[src/rtl/dlp_pkg.sv]
// ----------------------------------------------------------------------------
// dlp_pkg
// Shared types and constants for the debounced long-press detector: event
// codes, configuration register indexes, reset values and the constants of
// the divide-by-1000 reciprocal.
// ----------------------------------------------------------------------------
package dlp_pkg;

    // field widths
    localparam int TIME_W   = 32;
    localparam int DEB_W    = 16;
    localparam int SEC_W    = 8;
    localparam int CODE_W   = 3;
    localparam int CFG_AW   = 1;
    localparam int CFG_DW   = 16;
    localparam int S_DATA_W = 40;
    localparam int M_DATA_W = 16;
    localparam int IN_W     = TIME_W + 2;   // poll fields held in the input register

    // configuration register indexes
    localparam logic [CFG_AW-1:0] CFG_DEBOUNCE_TIME = 1'b0;
    localparam logic [CFG_AW-1:0] CFG_HOLD_SECONDS  = 1'b1;

    // configuration reset values
    localparam logic [DEB_W-1:0] DEBOUNCE_RESET     = 16'd50;
    localparam logic [SEC_W-1:0] HOLD_SECONDS_RESET = 8'd5;

    // floor(d / 1000) = floor((d >> 3) * SEC_RECIP >> SEC_POST_SHIFT)
    // for any 32-bit d; SEC_RECIP = ceil(2^36 / 125)
    localparam int SEC_PRE_SHIFT  = 3;
    localparam int SEC_DIV_IN_W   = TIME_W - SEC_PRE_SHIFT;
    localparam int SEC_RECIP_W    = 30;
    localparam int SEC_PROD_W     = SEC_DIV_IN_W + SEC_RECIP_W;
    localparam int SEC_POST_SHIFT = 36;
    localparam logic [SEC_RECIP_W-1:0] SEC_RECIP = 30'd549755814;

    // result event codes
    typedef enum logic [CODE_W-1:0] {
        EV_NONE    = 3'd0,
        EV_PRESS   = 3'd1,
        EV_RELEASE = 3'd2,
        EV_SECOND  = 3'd3,
        EV_PORTAL  = 3'd4
    } event_code_t;

    // poll after debouncing and the divide, waiting for the hold controller
    typedef struct packed {
        logic [TIME_W-1:0] now_ms;
        logic              portal_active;
        logic              stable_level;
        logic [SEC_W-1:0]  held_cur;   // seconds since the stored hold start
        logic [SEC_W-1:0]  held_fwd;   // seconds since the previous poll
        logic              fresh;      // previous poll was one stage ahead
    } stage_t;

    // one result item
    typedef struct packed {
        logic              stable_level;
        logic [SEC_W-1:0]  second_value;
        event_code_t       event_code;
    } result_t;

endpackage

[src/rtl/debounced_long_press_detector.sv]
// ----------------------------------------------------------------------------
// debounced_long_press_detector
// Push-button poll processor: debounce, hold-second reporting and portal
// request, one result per poll.
// ----------------------------------------------------------------------------
// Takes one poll per clock cycle while the output is not stalled and gives
// exactly one result per poll, in order, on m_tdata. Polls pass an input
// register, a stage that debounces and turns both candidate hold times into
// whole seconds (one reciprocal multiply each, since the hold start may be
// moved by the poll just ahead), a stage that runs the hold tracking, and the
// output register. Back-pressure on m_tready stalls the whole pipe; s_tready
// stays high while any stage is free. Configuration writes take effect at
// once and should be made while no poll is in flight.
// ----------------------------------------------------------------------------
module debounced_long_press_detector (
    input  logic                            aclk,
    input  logic                            aresetn,
    // poll stream
    input  logic                            s_tvalid,
    output logic                            s_tready,
    input  logic [dlp_pkg::S_DATA_W-1:0]    s_tdata,   // now_ms[31:0], raw_pressed, portal_active
    // result stream
    output logic                            m_tvalid,
    input  logic                            m_tready,
    output logic [dlp_pkg::M_DATA_W-1:0]    m_tdata,   // event_code[2:0], second_value[7:0], stable_level
    // configuration writes
    input  logic                            cfg_wr_en,
    input  logic [dlp_pkg::CFG_AW-1:0]      cfg_addr,
    input  logic [dlp_pkg::CFG_DW-1:0]      cfg_wdata
);

    logic [dlp_pkg::DEB_W-1:0]  debounce_time_reg;
    logic [dlp_pkg::SEC_W-1:0]  hold_seconds_reg;

    logic                       p1_valid_reg;
    logic [dlp_pkg::IN_W-1:0]   p1_data_reg;
    logic                       p2_valid_reg;
    dlp_pkg::stage_t            p2_reg;
    dlp_pkg::stage_t            p2_next;
    logic                       out_valid_reg;
    dlp_pkg::result_t           out_reg;

    logic                       out_free;
    logic                       p2_free;
    logic                       fire_a;
    logic                       fire_b;
    logic [dlp_pkg::TIME_W-1:0] p1_now;
    logic                       p1_raw;
    logic                       p1_portal;
    logic                       stable_level;
    logic [dlp_pkg::TIME_W-1:0] hold_start;
    logic [dlp_pkg::TIME_W-1:0] diff_cur;
    logic [dlp_pkg::TIME_W-1:0] diff_fwd;
    logic [dlp_pkg::SEC_W-1:0]  held_cur;
    logic [dlp_pkg::SEC_W-1:0]  held_fwd;
    dlp_pkg::result_t           result;

    // pipeline flow control
    assign out_free = !out_valid_reg || m_tready;
    assign p2_free  = !p2_valid_reg || out_free;
    assign fire_a   = p1_valid_reg && p2_free;
    assign fire_b   = p2_valid_reg && out_free;
    assign s_tready = !p1_valid_reg || p2_free;

    // configuration registers
    always_ff @(posedge aclk) begin
        if (!aresetn) begin
            debounce_time_reg <= dlp_pkg::DEBOUNCE_RESET;
            hold_seconds_reg  <= dlp_pkg::HOLD_SECONDS_RESET;
        end else if (cfg_wr_en) begin
            unique case (cfg_addr)
                dlp_pkg::CFG_DEBOUNCE_TIME: debounce_time_reg <= cfg_wdata;
                dlp_pkg::CFG_HOLD_SECONDS:  hold_seconds_reg  <= cfg_wdata[dlp_pkg::SEC_W-1:0];
                default: ;
            endcase
        end
    end

    // input register
    always_ff @(posedge aclk) begin
        if (!aresetn) begin
            p1_valid_reg <= 1'b0;
        end else if (s_tready) begin
            p1_valid_reg <= s_tvalid;
        end
    end

    always_ff @(posedge aclk) begin
        if (s_tvalid && s_tready) begin
            p1_data_reg <= s_tdata[dlp_pkg::IN_W-1:0];
        end
    end

    assign p1_now    = p1_data_reg[dlp_pkg::TIME_W-1:0];
    assign p1_raw    = p1_data_reg[dlp_pkg::TIME_W];
    assign p1_portal = p1_data_reg[dlp_pkg::TIME_W+1];

    // stage a: debounce, and seconds since the hold start and since the previous poll
    dlp_debounce u_debounce (
        .aclk             (aclk),
        .aresetn          (aresetn),
        .fire             (fire_a),
        .now_ms           (p1_now),
        .raw_pressed      (p1_raw),
        .portal_active    (p1_portal),
        .debounce_time_ms (debounce_time_reg),
        .stable_level     (stable_level)
    );

    assign diff_cur = p1_now - hold_start;
    assign diff_fwd = p1_now - p2_reg.now_ms;

    dlp_sec_div u_div_cur (
        .diff_ms (diff_cur),
        .seconds (held_cur)
    );

    dlp_sec_div u_div_fwd (
        .diff_ms (diff_fwd),
        .seconds (held_fwd)
    );

    always_comb begin
        p2_next.now_ms        = p1_now;
        p2_next.portal_active = p1_portal;
        p2_next.stable_level  = stable_level;
        p2_next.held_cur      = held_cur;
        p2_next.held_fwd      = held_fwd;
        p2_next.fresh         = p2_valid_reg;
    end

    // stage register between debounce and hold tracking
    always_ff @(posedge aclk) begin
        if (!aresetn) begin
            p2_valid_reg <= 1'b0;
        end else if (p2_free) begin
            p2_valid_reg <= fire_a;
        end
    end

    always_ff @(posedge aclk) begin
        if (fire_a) begin
            p2_reg <= p2_next;
        end
    end

    // stage b: hold tracking
    dlp_hold_ctrl u_hold_ctrl (
        .aclk         (aclk),
        .aresetn      (aresetn),
        .fire         (fire_b),
        .stage        (p2_reg),
        .hold_seconds (hold_seconds_reg),
        .hold_start   (hold_start),
        .result       (result)
    );

    // output register
    always_ff @(posedge aclk) begin
        if (!aresetn) begin
            out_valid_reg <= 1'b0;
        end else if (out_free) begin
            out_valid_reg <= fire_b;
        end
    end

    always_ff @(posedge aclk) begin
        if (fire_b) begin
            out_reg <= result;
        end
    end

    assign m_tvalid = out_valid_reg;
    assign m_tdata  = {{(dlp_pkg::M_DATA_W-$bits(dlp_pkg::result_t)){1'b0}}, out_reg};

endmodule

[src/rtl/dlp_debounce.sv]
// ----------------------------------------------------------------------------
// dlp_debounce
// Time-based debouncer. The raw level becomes the stable level once it has
// stayed unchanged for the debounce time. Frozen while the portal is active.
// ----------------------------------------------------------------------------
module dlp_debounce (
    input  logic                          aclk,
    input  logic                          aresetn,
    input  logic                          fire,
    input  logic [dlp_pkg::TIME_W-1:0]    now_ms,
    input  logic                          raw_pressed,
    input  logic                          portal_active,
    input  logic [dlp_pkg::DEB_W-1:0]     debounce_time_ms,
    output logic                          stable_level
);

    logic                       prev_raw_reg;
    logic                       prev_raw_next;
    logic                       level_reg;
    logic                       level_next;
    logic [dlp_pkg::TIME_W-1:0] last_change_reg;
    logic [dlp_pkg::TIME_W-1:0] last_change_next;
    logic [dlp_pkg::TIME_W-1:0] since_change;

    assign since_change = now_ms - last_change_reg;

    // next debouncer state for this poll
    always_comb begin
        prev_raw_next    = prev_raw_reg;
        level_next       = level_reg;
        last_change_next = last_change_reg;
        priority if (portal_active) begin
            // frozen
        end else if (raw_pressed != prev_raw_reg) begin
            prev_raw_next    = raw_pressed;
            last_change_next = now_ms;
        end else if (since_change >= {{(dlp_pkg::TIME_W-dlp_pkg::DEB_W){1'b0}},
                                      debounce_time_ms}) begin
            level_next = raw_pressed;
        end
    end

    assign stable_level = level_next;

    // state update
    always_ff @(posedge aclk) begin
        if (!aresetn) begin
            prev_raw_reg    <= 1'b0;
            level_reg       <= 1'b0;
            last_change_reg <= '0;
        end else if (fire) begin
            prev_raw_reg    <= prev_raw_next;
            level_reg       <= level_next;
            last_change_reg <= last_change_next;
        end
    end

endmodule

[src/rtl/dlp_sec_div.sv]
// ----------------------------------------------------------------------------
// dlp_sec_div
// Whole seconds of a millisecond difference, truncated to 8 bits, by a
// shift by 3 and a multiply with the reciprocal of 125.
// ----------------------------------------------------------------------------
module dlp_sec_div (
    input  logic [dlp_pkg::TIME_W-1:0] diff_ms,
    output logic [dlp_pkg::SEC_W-1:0]  seconds
);

    logic [dlp_pkg::SEC_DIV_IN_W-1:0] eighths;
    logic [dlp_pkg::SEC_PROD_W-1:0]   prod;

    // divide by 8 first, then by 125 through the reciprocal
    assign eighths = diff_ms[dlp_pkg::TIME_W-1:dlp_pkg::SEC_PRE_SHIFT];
    assign prod    = dlp_pkg::SEC_PROD_W'(eighths) * dlp_pkg::SEC_PROD_W'(dlp_pkg::SEC_RECIP);
    assign seconds = prod[dlp_pkg::SEC_POST_SHIFT +: dlp_pkg::SEC_W];

endmodule

[src/rtl/dlp_hold_ctrl.sv]
// ----------------------------------------------------------------------------
// dlp_hold_ctrl
// Hold tracking: press start, at most one reported second per poll, portal request
// at the hold-seconds setting, and early release.
// ----------------------------------------------------------------------------
module dlp_hold_ctrl (
    input  logic                          aclk,
    input  logic                          aresetn,
    input  logic                          fire,
    input  dlp_pkg::stage_t               stage,
    input  logic [dlp_pkg::SEC_W-1:0]     hold_seconds,
    output logic [dlp_pkg::TIME_W-1:0]    hold_start,
    output dlp_pkg::result_t              result
);

    logic                       hold_active_reg;
    logic                       hold_active_next;
    logic [dlp_pkg::TIME_W-1:0] hold_start_reg;
    logic [dlp_pkg::TIME_W-1:0] hold_start_next;
    logic [dlp_pkg::SEC_W-1:0]  last_sec_reg;
    logic [dlp_pkg::SEC_W-1:0]  last_sec_next;
    logic                       press_started_reg;
    logic [dlp_pkg::SEC_W-1:0]  held;
    logic [dlp_pkg::SEC_W:0]    next_sec;
    dlp_pkg::event_code_t       ev;
    logic [dlp_pkg::SEC_W-1:0]  sec;

    // a press started by the poll just ahead moved the hold start to its
    // timestamp, so the forwarded quotient applies
    assign held     = (stage.fresh && press_started_reg) ? stage.held_fwd : stage.held_cur;
    assign next_sec = {1'b0, last_sec_reg} + {{dlp_pkg::SEC_W{1'b0}}, 1'b1};

    // hold decision
    always_comb begin
        hold_active_next = hold_active_reg;
        hold_start_next  = hold_start_reg;
        last_sec_next    = last_sec_reg;
        ev               = dlp_pkg::EV_NONE;
        sec              = '0;
        priority if (stage.portal_active) begin
            hold_active_next = 1'b0;
            hold_start_next  = '0;
            last_sec_next    = '0;
        end else if (!stage.stable_level) begin
            if (hold_active_reg) begin
                ev  = dlp_pkg::EV_RELEASE;
                sec = held;
            end
            hold_active_next = 1'b0;
            hold_start_next  = '0;
            last_sec_next    = '0;
        end else if (!hold_active_reg) begin
            hold_active_next = 1'b1;
            hold_start_next  = stage.now_ms;
            last_sec_next    = '0;
            ev               = dlp_pkg::EV_PRESS;
        end else if (next_sec > {1'b0, hold_seconds} || next_sec > {1'b0, held}) begin
            // nothing new this poll
        end else if (next_sec[dlp_pkg::SEC_W-1:0] == hold_seconds) begin
            hold_active_next = 1'b0;
            hold_start_next  = '0;
            last_sec_next    = '0;
            ev               = dlp_pkg::EV_PORTAL;
            sec              = next_sec[dlp_pkg::SEC_W-1:0];
        end else begin
            last_sec_next = next_sec[dlp_pkg::SEC_W-1:0];
            ev            = dlp_pkg::EV_SECOND;
            sec           = next_sec[dlp_pkg::SEC_W-1:0];
        end
    end

    assign result.event_code   = ev;
    assign result.second_value = sec;
    assign result.stable_level = stage.stable_level;
    assign hold_start          = hold_start_reg;

    // hold state
    always_ff @(posedge aclk) begin
        if (!aresetn) begin
            hold_active_reg   <= 1'b0;
            hold_start_reg    <= '0;
            last_sec_reg      <= '0;
            press_started_reg <= 1'b0;
        end else if (fire) begin
            hold_active_reg   <= hold_active_next;
            hold_start_reg    <= hold_start_next;
            last_sec_reg      <= last_sec_next;
            press_started_reg <= (ev == dlp_pkg::EV_PRESS);
        end
    end

endmodule

[config.mk]
export PLATFORM = sky130hd
export DESIGN_NAME = debounced_long_press_detector
export DESIGN_NICKNAME = d
export VERILOG_FILES = /design/src/rtl/dlp_pkg.sv /design/src/rtl/debounced_long_press_detector.sv /design/src/rtl/dlp_debounce.sv /design/src/rtl/dlp_sec_div.sv /design/src/rtl/dlp_hold_ctrl.sv
export SDC_FILE = /design/constraint.sdc
export NUM_CORES = 2
export LEC_CHECK = 0
export BUFFER_PORTS_ARGS = -buffer_cell sky130_fd_sc_hd__buf_2
export CORE_MARGIN = 4
export CORE_UTILIZATION = 61
export CTS_CLUSTER_SIZE = 25
export DETAILED_ROUTE_END_ITERATION = 6
export HOLD_SLACK_MARGIN = 0.15
export PLACE_DENSITY = 0.78
export SYNTH_ARGS = -nofsm -noshare
export SYNTH_HDL_FRONTEND = slang
export SYNTH_SLANG_ARGS = --single-unit
[constraint.sdc]
create_clock -name aclk -period 9.8 [get_ports aclk]
set_input_delay 0.98 -clock aclk [delete_from_list [all_inputs] [get_ports aclk]]
set_output_delay 0.98 -clock aclk [all_outputs]
set_load 0.05 [all_outputs]
==> reports/qor.csv <==
stage,metric,value,unit
run_status,status,"complete, no violations",
finish,Largest register FFs,51,
detailed_routing,detailed-route via count,23000,
worst_setup_path,type of destination of the critical path,register,
clock_network,clk root buf,clkbuf_16,
synthesis,number of enable-type register cells in the synthesized netlist,97,
clock_network,maximum buffer depth of the clock tree,2,
clock_network,total of hold buffers inserted after clock tree synthesis,0,
detailed_routing,Avg Vias per Cell,5.62,
die,Top Ports,80,
worst_hold_path,min-delay worst type,reg2reg,
clock_network,CTS tree,done,
die,area inside the core boundary,53000,um^2
worst_setup_path,critical path arrival,9.75,ns
finish,"most common cell after layout, fill and taps aside",inv_1,
placed_design,Placer Congestion,0.958,
worst_setup_path,worst stage delay on the critical path,0.58,ns
detailed_routing,number of detailed-route iterations in the first pass,5,
detailed_routing,number of DRC markers after the initial detailed-route iteration,1433,
sta,time the worst path needs with I/O delays and setup,9.54,ns
detailed_routing,count of nets left with antenna violations after detail routing,0,
synthesis,number of warnings issued by yosys,0,
die,horizontal die dimension,240,um
synthesis,unique cell type count in the Yosys netlist,63,
sta,RSZ-0062 raised after global routing,yes,
sta,Min Hold Slack,0.455,ns
synthesis,average cell area after synthesis,10.1,um^2
worst_setup_path,kind of critical path,reg2reg,
clock_network,clock sink count,200,
finish,number of antenna cells inserted,0,
global_route,GRT Util Overall,28.0,%
global_route,number of global-route vias before repair,24700,
sta,setup skew after layout,0.0206,ns
detailed_routing,number of design rule violations left after detail routing,0,
clock_network,later-pin clock latency in the skew report,0.46,ns
clock_network,H-tree levels,4,
finish,"commonest cells after routing, fill and taps aside","inv_1 (777), ha_1 (685), fa_1 (497), nand2_1 (184), a21oi_1 (166)",
finish,final net count,4646,
worst_setup_path,nature of the critical path startpoint,register,
die,total die area,57600,um^2
detailed_routing,average detailed-routed wire length per instance,18.9,um
worst_setup_path,"most used cell, CP",fa_1,
sta,number of setup violations in the final report,0,
clock_network,Worst-path clk slew,0.08,ns
die,num rows,84,
global_route,global route total overflow,0,
synthesis,post-synthesis async set-or-reset flop share,0,%
global_route,number of antenna violations at the first check in global routing,0,
worst_setup_path,"slowest stage cell, crit path",fa_1,
sta,final slew viol count,0,
synthesis,gate count of the mapped netlist,3259,
finish,layout-stage area growth over the synthesis result,7.38,%
worst_setup_path,maximum fanout encountered on the critical timing path,6,
sta,Final Hold Vio Count,0,
die,floorplan die height,240,um
job,Max Cap Violations,0,
worst_setup_path,required time at the endpoint of the critical path,10.01,ns
synthesis,sequential area share after synthesis,15.1,%
die,Starting Density,62.0,%
synthesis,most frequently used flop master after synthesis,dfxtp_1,
placed_design,number of port buffers,69,
synthesis,count of state elements after synthesis,200,
placed_design,placed wire-length estimate,65800,um
sta,final worst path period share,97.3,%
clock_network,number of buffers created by CTS,17,
global_route,pin count of the biggest net entering global routing,58,
sta,Slew @ Worst Pin,1.25,ns
global_route,global-route wire length before repair,127000,um
sta,Max Clock Freq,0.105,GHz
detailed_routing,"wirelength, routed",77500,um
finish,share of post-route cells with drive strength above 1,6.74,%
sta,relative slew slack,16.4,%
synthesis,Post-Syn Area,32900,um^2
-- repair_timing --
item | CTS | global route
setup endpoints to repair | 0 | 5
buffers inserted | 0 | 6
gates resized for setup | 0 | 18
-- cell usage after synthesis (16+ instances only) --
master / n / area, um^2
nor3_1: 24 / 120
nand2b_1: 18 / 113
xor2_1: 39 / 342
fa_1: 497 / 9950
a21oi_1: 171 / 856
clkbuf_1: 32 / 120
a21o_1: 37 / 278
ha_1: 686 / 8580
nor2b_1: 18 / 113
inv_1: 779 / 2920
o211ai_1: 16 / 120
a22o_1: 37 / 324
o21a_1: 34 / 255
nand3_1: 38 / 190
dfxtp_1: 103 / 2060
a211oi_1: 17 / 128
o21ai_0: 71 / 355
edfxtp_1: 97 / 2910
nand4_1: 29 / 181
xnor2_1: 66 / 578
nand2_1: 184 / 691
nor2_1: 113 / 424
-- layer usage --
metal / wire (um) / global-route usage, %
met1: 32500 / 37.5
met2: 36600 / 46.1
met3: 4900 / 4.36
met4: 3510 / 11.1
met5: 0 / 0
-- layout make-up --
type,count,area [um^2]
Multi-Input combinational cell,2243,24900
Fill cell,4122,17700
Sequential cell,200,4970
Inverter,779,2920
Timing Repair Buffer,160,1030
Tap cell,688,861
Clock buffer,18,439
Clock inverter,14,131
-- stage by stage --
stage / setup TNS, ns / setup WS [ns] / utilization, % / area (um^2) / std cells
6_report: 0 / 0.262 / 66.6 / 35300 / 4102
3_3_place_gp: 0 / 0.231 / 65.3 / 34600 / 4064
5_1_grt: -0.158 / -0.158 / 66.6 / 35300 / 4102
4_1_cts: 0 / 0.0946 / 66.3 / 35100 / 4096
3_5_place_dp: 0 / 0.171 / 65.3 / 34600 / 4064
2_1_floorplan: 0 / 0.838 / - / 32900 / 3262
-- final timing paths --
path                             startpoint                              to  slack [ns]  cells after the start
max                          p1_data_reg[3]                       p2_reg[8]        0.26                     29
max reg2reg                  p1_data_reg[3]                       p2_reg[8]        0.26                     29
min          u_debounce.last_change_reg[30]  u_debounce.last_change_reg[30]        0.45                      2
min reg2reg  u_debounce.last_change_reg[30]  u_debounce.last_change_reg[30]        0.45                      2
-- worst max-delay path: cells and delay by family (launching register included) --
family / cells / cell delay [ns]
fa+ha+maj: 10 / 4.54
compound gates: 13 / 2.95
xor+xnor: 2 / 0.85
flops: 1 / 0.53
simple gates: 4 / 0.43
-- cell families after synthesis --
group / count (synthesis) / share of synthesized area, %
adder cells (fa/ha/maj): 1183 / 56.4
AND/OR/NAND/NOR: 471 / 6.57
XOR/XNOR: 108 / 2.99
other: 1 / 0.0114
flip-flops: 200 / 15.1
multiplexers: 12 / 0.369
AO/OA/AOI/OAI: 465 / 9.11
buffers and inverters: 819 / 9.40
Power is not shown: default switching activity piles up to over one toggle a cycle in this logic, so the estimate is an artifact.
